**config.mk**
```make
export PLATFORM = sky130hd
export DESIGN_NAME = tmp_div
export DESIGN_NICKNAME = d
export VERILOG_FILES = /design/src/rtl/tmp_div.sv
export SDC_FILE = /design/constraint.sdc
export NUM_CORES = 1
export LEC_CHECK = 0
export ABC_CLOCK_PERIOD_IN_PS = 4400
export BUFFER_PORTS_ARGS = -buffer_cell sky130_fd_sc_hd__buf_2
export CAP_MARGIN = 40
export CORE_ASPECT_RATIO = 1.5
export CORE_UTILIZATION = 40
export CTS_CLUSTER_SIZE = 24
export DETAILED_ROUTE_END_ITERATION = 8
export SYNTH_ARGS = -nofsm -noshare
export SYNTH_HDL_FRONTEND = slang
export SYNTH_SLANG_ARGS = --single-unit
```
**constraint.sdc**
```tcl
create_clock -name clk_i -period 4.4 [get_ports clk_i]
set_input_delay 0.44 -clock clk_i [delete_from_list [all_inputs] [get_ports clk_i]]
set_output_delay 0.44 -clock clk_i [all_outputs]
set_load 0.01 [all_outputs]
```
**src/rtl/tmp_div.sv**
```systemverilog
module tmp_div (
  input  logic               clk_i,
  input  logic               rst_ni,
  input  logic               start_i,
  input  logic signed [63:0] num_i,
  input  logic [31:0]        den_i,
  output logic               done_o,
  output logic signed [63:0] quo_o
);

  logic [63:0] quo_q;
  logic [31:0] rem_q, den_q;
  logic        neg_q;
  logic [5:0]  cnt_q;
  logic        busy_q, done_q;
  logic [32:0] shifted, trial;
  logic        ge;
  logic signed [63:0] num_n;

  assign num_n   = -num_i;
  assign shifted = {rem_q, quo_q[63]};
  assign trial   = shifted - {1'b0, den_q};
  assign ge      = !trial[32];

  always_ff @(posedge clk_i or negedge rst_ni) begin
    if (!rst_ni) begin
      busy_q <= 1'b0;
      done_q <= 1'b0;
      cnt_q  <= '0;
    end else begin
      done_q <= 1'b0;
      if (start_i) begin
        busy_q <= 1'b1;
        cnt_q  <= '0;
      end else if (busy_q) begin
        cnt_q <= cnt_q + 6'd1;
        if (cnt_q == 6'd63) begin
          busy_q <= 1'b0;
          done_q <= 1'b1;
        end
      end
    end
  end

  always_ff @(posedge clk_i) begin
    if (start_i) begin
      neg_q <= num_i[63];
      quo_q <= num_i[63] ? num_n : num_i;
      rem_q <= '0;
      den_q <= den_i;
    end else if (busy_q) begin
      rem_q <= ge ? trial[31:0] : shifted[31:0];
      quo_q <= {quo_q[62:0], ge};
    end
  end

  assign done_o = done_q;
  assign quo_o  = neg_q ? -signed'(quo_q) : signed'(quo_q);

endmodule

```
==> reports/metrics.csv <==
metric;value;unit
combinational share of power;0.401;
Synth cell types;71;
top_reg_cell synth;edfxtp_1;
sequential share of power;0.331;
layout cells sized above 1;0.190;
worst-case vdd ir drop;303;uV
fraction of the cycle the final worst path needs;0.964;
CP Data Required Time;3960;ps
via count;9127;
sw power;2090;uW
vias in the first global route;8875;
Vert. Die Dim;196;um
crit-path cells;or4_4 > or4_1 > or2_4 > or4_4 > or2_4 > or4_4 > o31ai_2 > xnor2_1 > buf_2;
top cell type's share of synthesized area;0.291;
Site Rows;70;
Total GRT Usage;0.218;
WP data arrival;3800;ps
Post-Route WL;27900;um
DRT iter0 DRCs;665;
io pins;164;
Final ANT Viol Nets;0;
post-synthesis cell area;10000;sq um
gr ovfl total;0;
DIE AREA;25700;sq um
Synth top cells by count;nor2_1, edfxtp_1, a21oi_1;
Area Growth Syn to Fin;18.0;%
Rel. slew slack;0.417;
CP top delay family;simple AND/OR/NAND/NOR gates;
CP Launch Type;flip-flop;
Hold WC Path Type;input port to flip-flop;
top post-synthesis cells by area;edfxtp_1, xnor2_1, dfxtp_1, xor2_1, a21oi_1;
FFs w/ async S/R, synth;0.0584;
Least-Margin Pin Slew;875;ps
skew final;6.82;ps
#FFs+latches synth;137;
sequential area share after synthesis;0.374;
Syn. warnings;0;
CP peak stage delay;580;ps
unrepaired setup endpoints after global routing;no;
Starting Density;0.409;
P_leak;0.00465;uW
vias per cell;5.63;
Final Hold Vio Count;0;
slack of the critical path;158;ps
status;finished clean;
DRT Pass-1 Iters;5;
TritonCTS Sinks;137;
antenna violations before repair;0;
post-DR wirelength/cell;17.2;um
switching share of power;0.372;
Die W;131;um
Worst-path clk slew;60;ps
post-route cell area;11800;sq um
Worst-Skew Late Latency;440;ps
clock network power share;0.268;
global-route wire length before repair;44400;um
Crit Path Category;flip-flop to primary output;
Post-DP HPWL;20700;um
drc violations;0;
Post-synth EDFFs;97;
CTS tree;built;
CP max-delay cell;or4_4;
Inst Count DP;1583;
Final TNS setup;0;ps
core area;24500;sq um
pwr/cell area;474;nW/um^2
final setup fails;0;
Max Slew Vio Count;0;
Critical path buffers and inverters;1;
non-filler cells, final;1622;
Routability Congestion;0.950;
Fin Hold WS;178;ps
Final min period;4240;ps
placed instance area;11200;sq um
Num CTS Buffers;17;
top cell type by total area after synthesis;edfxtp_1;
deepest clock path buffer count;2;
most frequent cell after synthesis;nor2_1;
pre-CTS setup slack;598;ps
synthesized instance count;1139;
Critical Path End Type;primary output;
Mapped Avg Cell Area;8.80;sq um
cell mode on critical path;or4_4;
largest net degree at the start of global routing;125;
Max Freq;0.236;GHz
Mapped Nets;1274;
layout net count;1420;
Clock Tree Root;clkbuf_16;
n_diodes;0;
CTS HTree Levels;4;
crit-path max FO;4;
Int Pwr;3520;uW
Max-cap violations;0;
port bufs;163;
[stage by stage]
step / util / power, uW
after global placement: 0.454 / 4080
after floorplan: - / 3400
final: 0.482 / 5600
after global routing: 0.482 / 5960
after detailed placement: 0.455 / 4090
after CTS: 0.480 / 5620
[worst paths after layout]
path                       depth (start not counted)  slack, ps        end  startpoint
hold reg to reg                                    2        500  rem_q[19]   rem_q[19]
setup / recovery                                   9        160  quo_o[63]   quo_q[50]
min in group asynchronous                          2        410   cnt_q[3]      rst_ni
setup reg to reg                                  12        710   rem_q[0]   quo_q[63]
max in group asynchronous                          2       3820   cnt_q[2]      rst_ni
hold / removal                                     1        180   den_q[8]    den_i[8]
[cells by family after synthesis]
group / count (synthesis) / share of synthesized area
simple gates: 374 / 0.185
mux: 10 / 0.0109
fa+ha+maj: 36 / 0.0457
flops: 137 / 0.374
xor+xnor: 148 / 0.129
buf+inv: 113 / 0.0456
compound gates: 321 / 0.209
[routing by layer]
layer,vias up,track usage,wire [um]
met5,-,0,0
met4,0,0.102,958
met3,55,0.0318,1130
met2,247,0.411,14400
met1,4301,0.239,11400
li1,4524,-,-
[worst reg2reg max path, cell delays in order, from the launching register on]
cell and delay (ps):
edfxtp_1 460, inv_1 70, ha_1 220, fa_1 400, nor2b_1 170, o2111ai_1 140, a41oi_1 370, or3_1 190
nand4_1 250, and3_1 470, buf_4 280, or4_1 460, o311ai_0 100
[registers in the layout (all words and copies together) (netlist names)]
register	cells
den_q	32
busy_q	1
cnt_q	6
done_o	1
neg_q	1
rem_q	32
quo_q	64
[final cells by class]
type | instances | area [sq um]
clock buffers | 17 | 425
multi-input cells | 889 | 5820
repair buffers | 188 | 1040
clock inverters | 15 | 183
inverters | 52 | 195
fillers | 2377 | 12700
well taps | 324 | 405
flip-flops and latches | 137 | 3750
[layout by cell type, fill, tap and decap left out, types with 5 or more instances in the layout]
master,synthesis,layout
nor4_1,8,7
buf_4,1,21
nand2_1,78,78
inv_1,50,49
edfxtp_1,97,97
clkinv_1,2,5
xnor2_1,81,81
a31oi_1,5,5
nor2b_1,5,5
clkbuf_16,0,17
a21o_1,12,12
nand3_1,44,44
or4_1,17,17
mux2_2,7,7
o21ai_0,77,77
or2_2,10,10
or3_1,14,14
o41ai_1,23,23
o21a_1,5,5
ha_1,35,35
nand2b_1,7,7
buf_2,0,162
a21oi_1,92,92
and3_1,5,5
dfxtp_1,32,32
nand4_1,21,21
o211ai_1,14,14
and2_1,5,5
xor2_1,67,67
nor2_1,119,119
a311oi_1,19,19
o31ai_1,36,36
dfrtp_1,8,8
nor3_1,22,22
[what timing repair did]
action / CTS / global route
hold buffers: 1 / 0
setup endpoints to repair: 0 / 3
hold endpoints to repair: 8 / 0
gates resized for setup: 0 / 1
setup buffers: 0 / 6
[power by group through the flow]
stage               Sequential (uW)  Combinational [uW]  Clock (uW)
floorplan                      1810                1590           0
global placement               1880                2200           0
detailed placement             1880                2210           0
CTS                            1850                2230        1530
global route                   1890                2490        1580
finish                         1860                2240        1500
(Power assumes the default switching activity.)
