[src/rtl/tmp_mul.sv]
module tmp_mul (
  input  logic         clk_i,
  input  logic         rst_ni,
  input  logic         start_i,
  input  logic [63:0]  a_i,
  input  logic [63:0]  b_i,
  output logic         done_o,
  output logic [127:0] prod_o
);

  logic [63:0]  a_q, b_q;
  logic [127:0] acc_q;
  logic [1:0]   k_q;
  logic         busy_q, done_q;
  logic [31:0]  ah, bh;
  logic [63:0]  pp;
  logic [1:0]   sh;
  logic [127:0] addend;

  assign ah = k_q[1] ? a_q[63:32] : a_q[31:0];
  assign bh = k_q[0] ? b_q[63:32] : b_q[31:0];
  assign pp = ah * bh;
  assign sh = {1'b0, k_q[1]} + {1'b0, k_q[0]};

  always_comb begin
    case (sh)
      2'd0:    addend = {64'd0, pp};
      2'd1:    addend = {32'd0, pp, 32'd0};
      default: addend = {pp, 64'd0};
    endcase
  end

  always_ff @(posedge clk_i or negedge rst_ni) begin
    if (!rst_ni) begin
      busy_q <= 1'b0;
      done_q <= 1'b0;
      k_q    <= 2'd0;
    end else begin
      done_q <= 1'b0;
      if (start_i) begin
        busy_q <= 1'b1;
        k_q    <= 2'd0;
      end else if (busy_q) begin
        k_q <= k_q + 2'd1;
        if (k_q == 2'd3) begin
          busy_q <= 1'b0;
          done_q <= 1'b1;
        end
      end
    end
  end

  always_ff @(posedge clk_i) begin
    if (start_i) begin
      a_q   <= a_i;
      b_q   <= b_i;
      acc_q <= '0;
    end else if (busy_q) begin
      acc_q <= acc_q + addend;
    end
  end

  assign done_o = done_q;
  assign prod_o = acc_q;

endmodule

[config.mk]
export PLATFORM = sky130hd
export DESIGN_NAME = tmp_mul
export DESIGN_NICKNAME = d
export VERILOG_FILES = /design/src/rtl/tmp_mul.sv
export SDC_FILE = /design/constraint.sdc
export NUM_CORES = 2
export LEC_CHECK = 0
export ABC_AREA = 1
export BUFFER_PORTS_ARGS = -buffer_cell sky130_fd_sc_hd__buf_2
export CELL_PAD_IN_SITES_DETAIL_PLACEMENT = 0
export CELL_PAD_IN_SITES_GLOBAL_PLACEMENT = 1
export CORE_ASPECT_RATIO = 2
export CORE_UTILIZATION = 40
export DETAILED_ROUTE_END_ITERATION = 12
export HOLD_SLACK_MARGIN = 0.05
export PLACE_DENSITY = 0.81
export SYNTH_ARGS = -nofsm -noshare
export SYNTH_HDL_FRONTEND = slang
export SYNTH_SLANG_ARGS = --single-unit
[constraint.sdc]
create_clock -name clk_i -period 17.1 [get_ports clk_i]
set_input_delay 1.71 -clock clk_i [delete_from_list [all_inputs] [get_ports clk_i]]
set_output_delay 1.71 -clock clk_i [all_outputs]
set_load 0.02 [all_outputs]
==> impl_metrics.yaml <==
clocking:
  clock_path_buffers: 3
  clk_pin_slew_ns: 0.07
  cts_sinks: 260
  cts_hold_buf: 0
  cts_setup_buffers: 0
  numCtsBuffers: 31
  h-tree-depth: 1
  insertion_delay_ns: 0.77
  cts-root-buf: "clkbuf_16"
  cts_resized: 0
  cts_tree: "built"
logic_synthesis:
  synth_nets: 8878
  synth-async-reset-ratio: 0.01538
  netlist_instances: 7458
  synth_edf_count: 128
  yosysTopAreaCell: "fa_1"
  yosys_warnings: 0
  synth_top_area_share: 0.3287
  postSynthAreaPerCell_sq_um: 7.325
  synth_area_leaders: "fa_1, inv_1, nor2_1"
  synth_seq_cells: 260
  ys_types: 54
  synth-main-ff-cell: "edfxtp_1"
  ys_seq_area_frac: 0.1191
  synth_area_sq_um: 54630
detailed_routing:
  wl_mm: 309.3
  ant_nets: 0
  dr.first_iter.drc_count: 4242
  wl_per_cell_microns: 32.77
  drc: 0
  wl_met1_mm: 84.97
  met2RoutedLength_mm: 149.8
  topRoutingLayerUsed: "met5"
  vias_per_cell: 5.702
  dr.pass1.iters: 9
  vias: 53825
  wl_met3_mm: 23.53
worst_setup_path:
  reg2reg_from: "k_q[1]"
  path_class: "register to register"
  crit_top_cell: "fa_1"
  critPathCaptureType: "register"
  arrival_ns: 14.69
  crit_fanout: 34
  max_stage_delay_ns: 0.90
  cpMaxStageDelayCell: "nor3_1"
  r2r-end: "prod_o[76]"
  rrSetupSlack_ns: 3.06
  r2r_cells: 42
  crit_required_ns: 17.76
  start_kind: "register"
sta:
  fin_setup_tns_ns: 0
  grt_setup_unrepaired: "no"
  fin_crit_ns: 14.04
  hold_viol: 0
  fin_crit_sh: 0.8208
  finClkSkew_ns: 0.04937
  slew_headroom: -0.1131
  setup_viol: 0
  worstMarginPinSlew_ns: 1.652
  max_freq_mhz: 71.25
  maxSlewViolCount: 3
global_route:
  antenna_found_initial: 20
  grt_max_degree: 83
  overflow: 0
  first_global_vias: 57929
  grt_pass1_wl_mm: 430.8
  grt_util_all_layers: 0.4526
placement:
  place_congestion: 1.111
  place.port_buffers: 259
  hpwl_mm: 255.2
floorplan:
  ios: 260
  die_w_microns: 263.3
  dieHeight_microns: 524.6
  core_sq_um: 135500
  rows: 191
  initial_core_util: 0.4032
  floorplan.die_area_sq_um: 138100
run_status:
  outcome: "finished with violations"
  violations: "max-capacitance violations, max-slew violations"
final_layout:
  drive_gt1_frac: 0.09748
  seq_area_sq_um: 6513
  multi_input_area_sq_um: 41580
  final_net_count: 9079
  nFillCells: 14262
  area_growth_pct: 9.123
hold_path:
  hold_class: "register to register"
  hold_path_depth: 2
  hp-start: "prod_o[6]"
  whs_endpoint: "prod_o[6]"
run:
  cap_violations: 1
-- cell type report --
type / count / area share
inverter: 1584 / 0.09974
clock buffer: 35 / 0.01360
tap: 1737 / 0.03646
timing repair buffer: 386 / 0.03791
clock inverter: 23 / 0.004744
multi-input combinational: 5396 / 0.6975
sequential: 260 / 0.1092
antenna: 18 / 0.0007556
-- critical path: cells and delay by family, from the launching register on --
kind	cells	cell delay [ns]
fa+ha+maj	10	4.93
compound gates	7	2.74
buf+inv	11	2.35
simple gates	14	3.25
flops	1	0.54
-- metal layers --
metal	vias up	global-route usage
li1	22967	-
met1	26086	0.3799
met2	3125	0.7701
met3	1641	0.1180
met4	6	0.5944
met5	-	0.004212
-- stage by stage --
step / utilization / cell area [sq um] / std cells / worst slack (ns) / hold slack, ns
after CTS: 0.4394 / 59540 / 9421 / 4.202 / 0.5026
after global routing: 0.4397 / 59580 / 9427 / 3.034 / 0.5356
after global placement: 0.4313 / 58440 / 9362 / 3.477 / 0.4943
final: 0.4399 / 59610 / 9439 / 3.065 / 0.5062
after detailed placement: 0.4314 / 58450 / 9363 / 4.238 / 0.4895
after floorplan: - / 54630 / 7458 / 8.338 / 0.5503
-- cells in the mapped netlist (all sizes together), types with 34 or more instances --
library cell  number
inv             1562
nor2            1419
nand2           1375
fa               897
ha               392
o21ai            344
a21oi            341
nand3            204
clkbuf           184
dfxtp            128
edfxtp           128
xor2              72
or2               70
nor3              46
o21bai            45
o22ai             40
buf               34
-- how the worst max path moves through the flow --
stage | slack (ns) | end | from | cells past startpoint
after floorplan | 8.34 | prod_o[81] | k_q[0] | 45
after global placement | 3.48 | prod_o[104] | k_q[0] | 42
after detailed placement | 4.24 | prod_o[76] | k_q[1] | 42
after CTS | 4.20 | prod_o[76] | k_q[1] | 41
after global routing | 3.03 | prod_o[107] | k_q[1] | 42
final | 3.06 | prod_o[76] | k_q[1] | 42
-- cells in the final DEF, fill, tap and decap left out, drive strengths merged, types with 2 or more instances in the layout --
| cell type | Yosys | layout |
|---|---|---|
| fa | 897 | 897 |
| o22ai | 40 | 40 |
| nand3b | 12 | 12 |
| a32o | 2 | 2 |
| nor2 | 1419 | 1419 |
| xnor2 | 29 | 29 |
| nand2 | 1375 | 1375 |
| nand3 | 204 | 204 |
| nor4 | 8 | 8 |
| a31oi | 6 | 6 |
| a21oi | 341 | 341 |
| ha | 392 | 392 |
| a21boi | 5 | 5 |
| a21o | 29 | 29 |
| bufinv | 0 | 3 |
| nand4 | 24 | 24 |
| inv | 1562 | 1575 |
| or2 | 70 | 70 |
| clkbuf | 184 | 35 |
| clkinv | 22 | 27 |
| dfrtp | 4 | 4 |
| o221ai | 4 | 4 |
| diode | 0 | 18 |
| o21a | 7 | 7 |
| xor2 | 72 | 72 |
| o211ai | 14 | 14 |
| and2 | 2 | 2 |
| o21ai | 344 | 344 |
| clkinvlp | 0 | 2 |
| buf | 34 | 386 |
| nor3 | 46 | 46 |
| dfxtp | 128 | 128 |
| edfxtp | 128 | 128 |
| o2111ai | 3 | 3 |
| o21bai | 45 | 45 |
-- flip-flops by register name, indices dropped and copies added, names as in the netlist --
signal	count
prod_o	128
k_q	2
busy_q	1
a_q	64
done_o	1
b_q	64
-- cell families after synthesis --
group | synth area share
AND/OR/NAND/NOR | 0.2348
buffers and inverters | 0.1244
adder cells (fa/ha/maj) | 0.4185
AO/OA/AOI/OAI | 0.08703
flip-flops | 0.1191
XOR/XNOR | 0.01619
Power is not shown: default switching activity piles up to over one toggle a cycle in this logic, so the estimate is an artifact.
