$ cat src/rtl/tmp_sqrt.sv
module tmp_sqrt (
  input  logic        clk_i,
  input  logic        rst_ni,
  input  logic        start_i,
  input  logic [63:0] val_i,
  output logic        done_o,
  output logic [31:0] root_o
);

  logic [63:0] v_q, r_q, bit_q;
  logic        busy_q, done_q;
  logic [63:0] sum;

  assign sum = r_q + bit_q;

  always_ff @(posedge clk_i or negedge rst_ni) begin
    if (!rst_ni) begin
      busy_q <= 1'b0;
      done_q <= 1'b0;
    end else begin
      done_q <= 1'b0;
      if (start_i) begin
        busy_q <= 1'b1;
      end else if (busy_q && bit_q[0]) begin
        busy_q <= 1'b0;
        done_q <= 1'b1;
      end
    end
  end

  always_ff @(posedge clk_i) begin
    if (start_i) begin
      v_q   <= val_i;
      r_q   <= '0;
      bit_q <= 64'h4000_0000_0000_0000;
    end else if (busy_q) begin
      if (v_q >= sum) begin
        v_q <= v_q - sum;
        r_q <= (r_q >> 1) + bit_q;
      end else begin
        r_q <= r_q >> 1;
      end
      bit_q <= bit_q >> 2;
    end
  end

  assign done_o = done_q;
  assign root_o = r_q[31:0];

endmodule

$ cat config.mk
export PLATFORM = sky130hd
export DESIGN_NAME = tmp_sqrt
export DESIGN_NICKNAME = d
export VERILOG_FILES = /design/src/rtl/tmp_sqrt.sv
export SDC_FILE = /design/constraint.sdc
export NUM_CORES = 1
export LEC_CHECK = 0
export BUFFER_PORTS_ARGS = -buffer_cell sky130_fd_sc_hd__buf_2
export CAP_MARGIN = 20
export CORE_UTILIZATION = 45
export DETAILED_ROUTE_END_ITERATION = 16
export PLACE_DENSITY = 0.7
export RECOVER_POWER = 100
export SLEW_MARGIN = 10
export SYNTH_ARGS = -nofsm -noshare
export SYNTH_HDL_FRONTEND = slang
export SYNTH_SLANG_ARGS = --single-unit
export TNS_END_PERCENT = 30
$ cat constraint.sdc
create_clock -name clk_i -period 7.55 [get_ports clk_i]
set_input_delay 1.51 -clock clk_i [delete_from_list [all_inputs] [get_ports clk_i]]
set_output_delay 1.51 -clock clk_i [all_outputs]
set_load 0.02 [all_outputs]
==> results of run 1 <==
==> metrics by stage <==
step / std cells / setup WS [ns] / total power [W]
global placement: 2320 / 1.02 / 0.00501
finish: 2352 / 0.673 / 0.00604
floorplan: 1903 / 1.07 / 0.00424
CTS: 2352 / 0.714 / 0.00603
global route: 2352 / 0.155 / 0.00649
detailed placement: 2320 / 0.859 / 0.00507
==> registers in the layout (all words and copies together) (netlist names) <==
register and flops:
bit_q 32, busy_q 1, done_o 1, r_q 64
v_q 64
==> per-layer routing <==
layer  part of all wire (%)  track usage [%]
met5                      0                0
met4                    2.8             9.02
met3                    7.0             4.97
met2                     46             40.5
met1                     44             30.8
==> power breakdown <==
part | internal, W | switching, W | leakage, nW
Clock | 0.000523 | 0.000403 | 0.296
Combinational | 0.00139 | 0.00228 | 4.66
Sequential | 0.00126 | 0.000191 | 1.47
==> placed cells by master (no fill, tap or decap), types with 22 or more instances in the layout <==
| cell | n |
|---|---|
| a211oi_1 | 27 |
| a21o_1 | 56 |
| a21oi_1 | 122 |
| a311oi_1 | 22 |
| a31oi_1 | 56 |
| buf_2 | 64 |
| clkbuf_1 | 37 |
| dfxtp_1 | 96 |
| edfxtp_1 | 64 |
| ha_1 | 130 |
| inv_1 | 32 |
| mux2i_1 | 38 |
| nand2_1 | 217 |
| nand3_1 | 23 |
| nand4_1 | 37 |
| nor2_1 | 203 |
| nor2b_1 | 32 |
| nor3_1 | 22 |
| o21ai_0 | 156 |
| o21bai_1 | 42 |
| xnor2_1 | 68 |
| xor2_1 | 84 |
==> how the worst max path moves through the flow <==
stage / startpoint / endpoint / slack, ns / cells past startpoint
floorplan: r_q[2] / v_q[0] / 1.07 / 23
global placement: r_q[2] / r_q[26] / 1.02 / 23
detailed placement: r_q[2] / r_q[26] / 0.86 / 23
CTS: r_q[2] / r_q[26] / 0.71 / 23
global route: r_q[2] / r_q[49] / 0.15 / 21
finish: r_q[2] / r_q[49] / 0.67 / 21
==> kinds of logic (layout without fill, tap and decap cells) <==
kind of cell | Yosys count | after routing | synth area share, %
XOR/XNOR | 152 | 152 | 8.82
adder cells (fa/ha/maj) | 131 | 131 | 10.9
AND/OR/NAND/NOR | 628 | 628 | 19.0
multiplexers | 42 | 42 | 2.82
buffers and inverters | 165 | 172 | 5.21
flip-flops | 162 | 162 | 25.8
AO/OA/AOI/OAI | 623 | 623 | 27.4
==> critical path: cells and delay by family (launching register included) <==
family,cells,cell delay (ns)
AOI/OAI and AO/OA,12,3.41
and+or+nand+nor,4,0.78
buffers and inverters,1,0.78
adders and majority gates,2,0.73
DFF,1,0.45
xor gates and xnor gates,2,0.38
==> final cells by class <==
class | instances | area, µm² | share of cell area (%)
Timing Repair Buffer | 107 | 510 | 3.17
Clock buffer | 20 | 468 | 2.91
Sequential cell | 162 | 3900 | 24.2
Tap cell | 442 | 553 | 3.44
Clock inverter | 12 | 141 | 0.879
Inverter | 33 | 124 | 0.770
Multi-Input combinational cell | 1576 | 10400 | 64.6
==> impl_metrics.toml, run 1 <==
[floorplanning]
die-height_um = 185
start_util_pct = 46.1
die_area_um2 = 34300
core_um2 = 32800
fp.dieW_um = 185
fp-row-count = 66
io_pins = 100

[clock_network]
clk_pin_slew_ns = 0.07
clkLatencyLatePin_ns = 0.45
ctsResizeCount = 0
post-cts-setup-buffers = 0
clkSinkCount = 162
postCtsHoldBufs = 0
h-tree-depth = 4
cts_tree = "yes"
clk_path_buf_depth = 2
cts_buffers = 17
cts-root-buf = "clkbuf_16"

[routing]
ant_nets = 0
first_iter_violations = 1034
routed_via_density = 5.98
vias = 14100
drc = 0
routed_wl_um = 41600
routedWlPerCell_um = 17.7
firstDrtPassIters = 6

[yosys]
yosysSeqAreaShare_pct = 25.8
synth_top_cell_by_area = "dfxtp_1"
synth_top_area_share_pct = 12.7
synthFlopType = "dfxtp_1"
netlist_instances = 1903
syn_nets = 2101
ys_warn_count = 0
avgSynthCellArea_um2 = 7.93
netlist_area_um2 = 15100
yosysUniqueCellTypes = 89
yosys-top-cells-count = "nand2_1 (217), nor2_1 (203), o21ai_0 (154)"
async_flop_share_pct = 1.23
synth_edf_count = 64
synth_most_common_cell = "nand2_1"
synth_area_leaders = "dfxtp_1 (13%), edfxtp_1 (13%), ha_1 (11%)"
ys_ff_latch = 162

[global_routing]
grt_pass1_wl_um = 66600
grt_overflow = 0
antenna_found_initial = 0
grt_max_degree = 102
grt_usage_pct = 24.3
grt_pass1_vias = 13300

[hold_path]
hold_end = "r_q[0]"
hp-class = "reg2reg"
hold_depth = 2
hp-start = "r_q[0]"

[sta]
relSlewSlack_pct = -142
hold_viol = 0
whs_ns = 0.508
period_needed_ns = 6.88
fmax_ghz = 0.145
finClkSkew_ns = 0.0126
worst_pin_slew_ns = 3.64
slew_viol_final = 234
fin_crit_sh_pct = 91.1
fin_setup_tns_ns = 0
rsz0062_at_grt = "false"
finalSetupViolations = 0

[place]
placed_area_um2 = 15600
gp_congestion = 0.948
io_buffers = 99
dp_hpwl_um = 31100

[worst_setup_path]
r2r_start = "r_q[2]"
rrSetupSlack_ns = 0.67
ff2ff_path_depth = 21
end_kind = "flip-flop"
crit_path_start_kind = "flip-flop"
path_common_cell = "a21oi_1"
critical_path.cell_chain = "ha_1, a31o_2, a31oi_1, o21ai_2, a21oi_1, o31ai_4, a21oi_1, o31ai_1, a21o_1, a21oi_1, xor2_1, ha_1, and3_1, nand2_1, nor3_1, nand4_1, o41ai_1, clkbuf_2, o311ai_0, xnor2_1, a211oi_1"
path_max_fanout = 37
critical_path_required_ns = 7.70
crit_slowest_cell = "clkbuf_2"
slowest_delay_ns = 0.78
cp.arrival_ns = 7.03
r2r-end = "r_q[49]"
crit_type = "reg2reg"

[pwr]
p_leak_nw = 6.42
vdd_ir_drop_max_v = 0.000233
powerDensity_nw_per_um2 = 376

[outcome]
violations = "max-capacitance violations, max-slew violations"
status = "finished, violations left"

[finish]
antenna_cells = 0
final_cell_area_um2 = 16100
area_growth_pct = 6.54
final_core_util_pct = 49.1
drive_gt1_share_pct = 7.80
fin_nets = 2095
num-fill-cells = 3251

[run]
cap_violations = 3
Power figures use the tool's default switching activity.
==> run 2: changes to the inputs <==
--- a/config.mk
+++ b/config.mk
@@ -5,8 +5,9 @@
 export SDC_FILE = /design/constraint.sdc
 export NUM_CORES = 1
 export LEC_CHECK = 0
-export BUFFER_PORTS_ARGS = -buffer_cell sky130_fd_sc_hd__buf_2
+export BUFFER_PORTS_ARGS = -buffer_cell sky130_fd_sc_hd__buf_4
 export CAP_MARGIN = 20
+export CORE_MARGIN = 2
 export CORE_UTILIZATION = 45
 export DETAILED_ROUTE_END_ITERATION = 16
 export PLACE_DENSITY = 0.7
==> impl_metrics.toml, run 2 (synthesized netlist as in run 1, its figures left out) <==
[finish]
largest_registers = "r_q x64, v_q x64, bit_q x32"
final_cell_area_um2 = 16200
drive_gt1_share_pct = 7.81
final_cells = 2357
num-fill-cells = 3224
multi_input_area_um2 = 10400
layout_common_cells = "nand2_1 (217), nor2_1 (203), o21ai_0 (156)"
final_common_cell = "nand2_1"
area_growth_pct = 7.37
regArea_um2 = 3900
fin_nets = 2094
antenna_cells = 0

[sta]
fin_ws_ns = 0.631
period_needed_ns = 6.92
slew_viol_final = 129
fmax_ghz = 0.145
fin_crit_sh_pct = 91.6
hold_viol = 0
relSlewSlack_pct = -217
finalSetupViolations = 0
worst_pin_slew_ns = 4.75
fin_setup_tns_ns = 0
finClkSkew_ns = 0.0222
rsz0062_at_grt = "false"

[worst_setup_path]
critical_path.cell_chain = "ha_1, nand4_1, o21ai_1, a2bb2oi_1, o21ai_0, o41ai_2, a41o_1, and3_1, or2_1, nand4_1, a21boi_1, xnor2_1, ha_1, and4_1, nand2_1, nor3_1, nand4_1, o31ai_1, a221oi_1, o41ai_1, clkbuf_2, o21ai_0, xor2_1, a211oi_1"
rrSetupSlack_ns = 0.63
cpLargestDelayFamily = "compound AO/OA/AOI/OAI gates"
critical_path_required_ns = 7.66
cp.arrival_ns = 7.03
crit_slowest_cell = "clkbuf_2"
crit_path_start_kind = "flip-flop"
r2r-end = "r_q[33]"
r2r_start = "r_q[20]"
path_max_fanout = 37
crit_type = "reg2reg"
ff2ff_path_depth = 24
end_kind = "flip-flop"
slowest_delay_ns = 0.80
path_common_cell = "nand4_1"
worst-path-buf-inv = 1

[global_routing]
grt_max_degree = 130
antenna_found_initial = 0
grt_overflow = 0
grt_pass1_vias = 13300
grt_usage_pct = 23.3
grt_pass1_wl_um = 67200

[floorplanning]
fp.dieW_um = 187
die-height_um = 187
fp-row-count = 67
core_um2 = 33300
io_pins = 100
die_area_um2 = 35000
start_util_pct = 45.4

[place]
gp_congestion = 0.966
numPlacedInstances = 2325
dp_hpwl_um = 31000
placed_area_um2 = 15800
io_buffers = 99
dp_slack_ns = 0.776

[routing]
firstDrtPassIters = 5
routedWlPerCell_um = 17.6
routed_wl_um = 41600
first_iter_violations = 964
drc = 0
routed_via_density = 5.96
vias = 14000
ant_nets = 0

[hold_path]
hp-class = "reg2reg"
hp-start = "bit_q[0]"
hold_depth = 2
hold_end = "done_o"

[pwr]
powerDensity_nw_per_um2 = 369
p_leak_nw = 6.46
vdd_ir_drop_max_v = 0.000230

[clock_network]
h-tree-depth = 4
clk_path_buf_depth = 2
cts_buffers = 17
clkSinkCount = 162
clk_pin_slew_ns = 0.08
post-cts-setup-buffers = 0
cts_tree = "yes"
ctsResizeCount = 0
postCtsHoldBufs = 0
cts-root-buf = "clkbuf_16"
clkLatencyLatePin_ns = 0.45

[outcome]
status = "finished, violations left"
violations = "max-capacitance violations, max-slew violations"

[run]
cap_violations = 1
==> run 2: worst max path at each step <==
stage / from / end / cells past startpoint
2_1_floorplan: r_q[2] / v_q[0] / 23
3_3_place_gp: r_q[2] / r_q[17] / 23
3_5_place_dp: r_q[2] / r_q[26] / 23
4_1_cts: r_q[2] / r_q[8] / 24
5_1_grt: r_q[2] / r_q[26] / 23
6_report: r_q[20] / r_q[33] / 24
==> run 2: layout make-up <==
| cell class | instances | area share, % |
|---|---|---|
| Clock inverter | 14 | 0.880 |
| Multi-Input combinational cell | 1576 | 64.1 |
| Clock buffer | 18 | 2.65 |
| Inverter | 33 | 0.764 |
| Sequential cell | 162 | 24.0 |
| Tap cell | 448 | 3.46 |
| Timing Repair Buffer | 106 | 4.11 |
==> run 2: layer usage <==
metal / track usage (%) / up-vias / routed length [µm]
li1: - / 6980 / -
met1: 31.2 / 6572 / 19000
met2: 38.7 / 432 / 19100
met3: 3.90 / 52 / 2570
met4: 6.68 / 0 / 889
met5: 0 / - / 0
==> run 2: power by group <==
part | leakage (nW) | internal, W | switching, W
clock network | 0.278 | 0.000466 | 0.000419
registers | 1.47 | 0.00126 | 0.000188
logic | 4.71 | 0.00138 | 0.00227
==> run 2: worst min-delay path, cell delays in order (launching register included) <==
cell     delay (ns)
dfxtp_1        0.35
nand2_1        0.09
nor2_1         0.04
==> run 2: metrics by stage <==
stage	power (W)	utilization [%]	hold slack [ns]
after global routing	0.00644	48.7	0.539
after detailed placement	0.00507	47.5	0.504
after global placement	0.00501	47.5	0.497
final	0.00599	48.7	0.515
after CTS	0.00597	49.3	0.517
after floorplan	0.00424	-	0.458
==> run 3: changes to the inputs <==
--- a/config.mk
+++ b/config.mk
@@ -5,12 +5,12 @@
 export SDC_FILE = /design/constraint.sdc
 export NUM_CORES = 1
 export LEC_CHECK = 0
-export BUFFER_PORTS_ARGS = -buffer_cell sky130_fd_sc_hd__buf_4
 export CAP_MARGIN = 20
 export CORE_MARGIN = 2
 export CORE_UTILIZATION = 45
 export DETAILED_ROUTE_END_ITERATION = 16
-export PLACE_DENSITY = 0.7
+export DONT_BUFFER_PORTS = 1
+export PLACE_DENSITY = 0.68
 export RECOVER_POWER = 100
 export SLEW_MARGIN = 10
 export SYNTH_ARGS = -nofsm -noshare
==> impl_metrics.toml, run 3 (synthesized netlist as in run 1, its figures left out) <==
[finish]
final_cells = 2260
fin_nets = 1997
antenna_cells = 0
largest_registers = "r_q x64, v_q x64, bit_q x32"
final_common_cell = "nand2_1"
area_growth_pct = 3.01
layout_common_cells = "nand2_1 (217), nor2_1 (203), o21ai_0 (157)"
regArea_um2 = 3890
multi_input_area_um2 = 10400
num-fill-cells = 3320
drive_gt1_share_pct = 4.03

[pwr]
p_leak_nw = 6.09
powerDensity_nw_per_um2 = 379
vdd_ir_drop_max_v = 0.000242

[hold_path]
hp-start = "bit_q[0]"
hp-class = "reg2reg"
hold_depth = 2
hold_end = "done_o"

[place]
numPlacedInstances = 2227
io_buffers = 0
dp_slack_ns = 0.998
dp_hpwl_um = 31300
gp_congestion = 0.897

[run]
cap_violations = 3

[floorplanning]
die_area_um2 = 35000
fp.dieW_um = 187
io_pins = 100
die-height_um = 187
start_util_pct = 45.4
fp-row-count = 67
core_um2 = 33300

[worst_setup_path]
crit_path_start_kind = "flip-flop"
crit_slowest_cell = "a2111oi_0"
worst-path-buf-inv = 0
slowest_delay_ns = 1.58
critical_path_required_ns = 7.74
critical_path.cell_chain = "ha_1, ha_1, a21oi_1, nor2b_1, a21oi_1, o21ai_0, and3_1, o21ai_0, xor2_1, ha_1, o21ai_0, a22oi_1, o2111ai_1, a2111oi_0, o21ai_0, a22oi_1, a21oi_1, o21ai_0, xnor2_1, o21ai_0"
rrSetupSlack_ns = 0.55
cpLargestDelayFamily = "compound AO/OA/AOI/OAI gates"
cp.arrival_ns = 7.20
path_max_fanout = 7
worstSetupPathDepth = 20
r2r_start = "r_q[0]"
end_kind = "flip-flop"
r2r-end = "v_q[61]"
crit_type = "reg2reg"
path_common_cell = "o21ai_0"
ff2ff_path_depth = 20

[sta]
slew_viol_final = 139
rsz0062_at_grt = "false"
hold_viol = 0
worst_pin_slew_ns = 3.73
fmax_ghz = 0.143
relSlewSlack_pct = -149
fin_ws_ns = 0.546
fin_setup_tns_ns = 0
fin_crit_sh_pct = 92.8
finClkSkew_ns = 0.0153
period_needed_ns = 7.00
finalSetupViolations = 0

[clock_network]
postCtsHoldBufs = 0
clkSinkCount = 162
cts-root-buf = "clkbuf_16"
post-cts-setup-buffers = 0
cts_buffers = 17
h-tree-depth = 4
clk_pin_slew_ns = 0.06
cts_tree = "yes"
clkLatencyLatePin_ns = 0.46
clk_path_buf_depth = 2
ctsResizeCount = 0

[routing]
routed_via_density = 6.12
drc = 0
firstDrtPassIters = 5
routedWlPerCell_um = 19.0
vias = 13800
routed_wl_um = 42900
ant_nets = 0
first_iter_violations = 1167

[outcome]
violations = "max-capacitance violations, max-slew violations"
status = "finished, violations left"

[global_routing]
grt_pass1_wl_um = 68900
antenna_found_initial = 0
grt_pass1_vias = 13100
grt_max_degree = 230
grt_usage_pct = 24.1
grt_overflow = 0
==> run 3: changes by cell type in the layout (fill, tap and decap cells not counted), moves of 3 or more <==
cell,delta
buf_4,-64
clkbuf_1,-28
clkbuf_2,-4
inv_6,-3
inv_8,-3
==> run 3: worst reg2reg max path, cell delays in order (launching register included) <==
cell       delay [ns]
dfxtp_1          0.49
ha_1             0.23
ha_1             0.22
a21oi_1          0.09
nor2b_1          0.18
a21oi_1          0.13
o21ai_0          0.35
and3_1           0.20
o21ai_0          0.09
xor2_1           0.18
ha_1             0.41
o21ai_0          0.13
a22oi_1          0.31
o2111ai_1        0.31
a2111oi_0        1.58
o21ai_0          0.57
a22oi_1          0.54
a21oi_1          0.20
o21ai_0          0.29
xnor2_1          0.16
o21ai_0          0.08
==> run 3: where the power goes <==
group	leakage [nW]	internal, W	switching, W
Combinational	4.36	0.00136	0.00223
Clock	0.262	0.000462	0.000390
Sequential	1.47	0.00126	0.000199
==> run 3: routing by layer <==
layer  global-route usage, %  share of wire [%]
met1                    32.7                 47
met4                    6.35                1.8
met5                       0                  0
met2                    40.2                 46
met3                    3.40                5.3
==> run 3: per-stage QoR <==
stage / total power, W / area [µm²] / util [%] / hold slack (ns)
CTS: 0.00592 / 15600 / 47.0 / 0.523
detailed placement: 0.00503 / 15100 / 45.3 / 0.506
finish: 0.00590 / 15600 / 46.7 / 0.522
global route: 0.00634 / 15600 / 46.7 / 0.556
floorplan: 0.00424 / 15100 / - / 0.458
global placement: 0.00496 / 15100 / 45.3 / 0.504
==> run 3: final cells by class <==
cell class / instances / share of cell area, %
Timing Repair Buffer: 9 / 0.370
Multi-Input combinational cell: 1576 / 66.6
Inverter: 33 / 0.796
Clock inverter: 12 / 0.684
Tap cell: 448 / 3.60
Sequential cell: 162 / 25.0
Clock buffer: 20 / 2.87
==> run 3: how the worst max path moves through the flow <==
stage | start | end | slack [ns]
finish | r_q[0] | v_q[61] | 0.55
floorplan | r_q[2] | v_q[0] | 1.07
global route | r_q[20] | v_q[30] | 0.24
CTS | r_q[10] | v_q[30] | 0.97
detailed placement | r_q[10] | v_q[23] | 1.0
global placement | r_q[10] | v_q[28] | 1.13
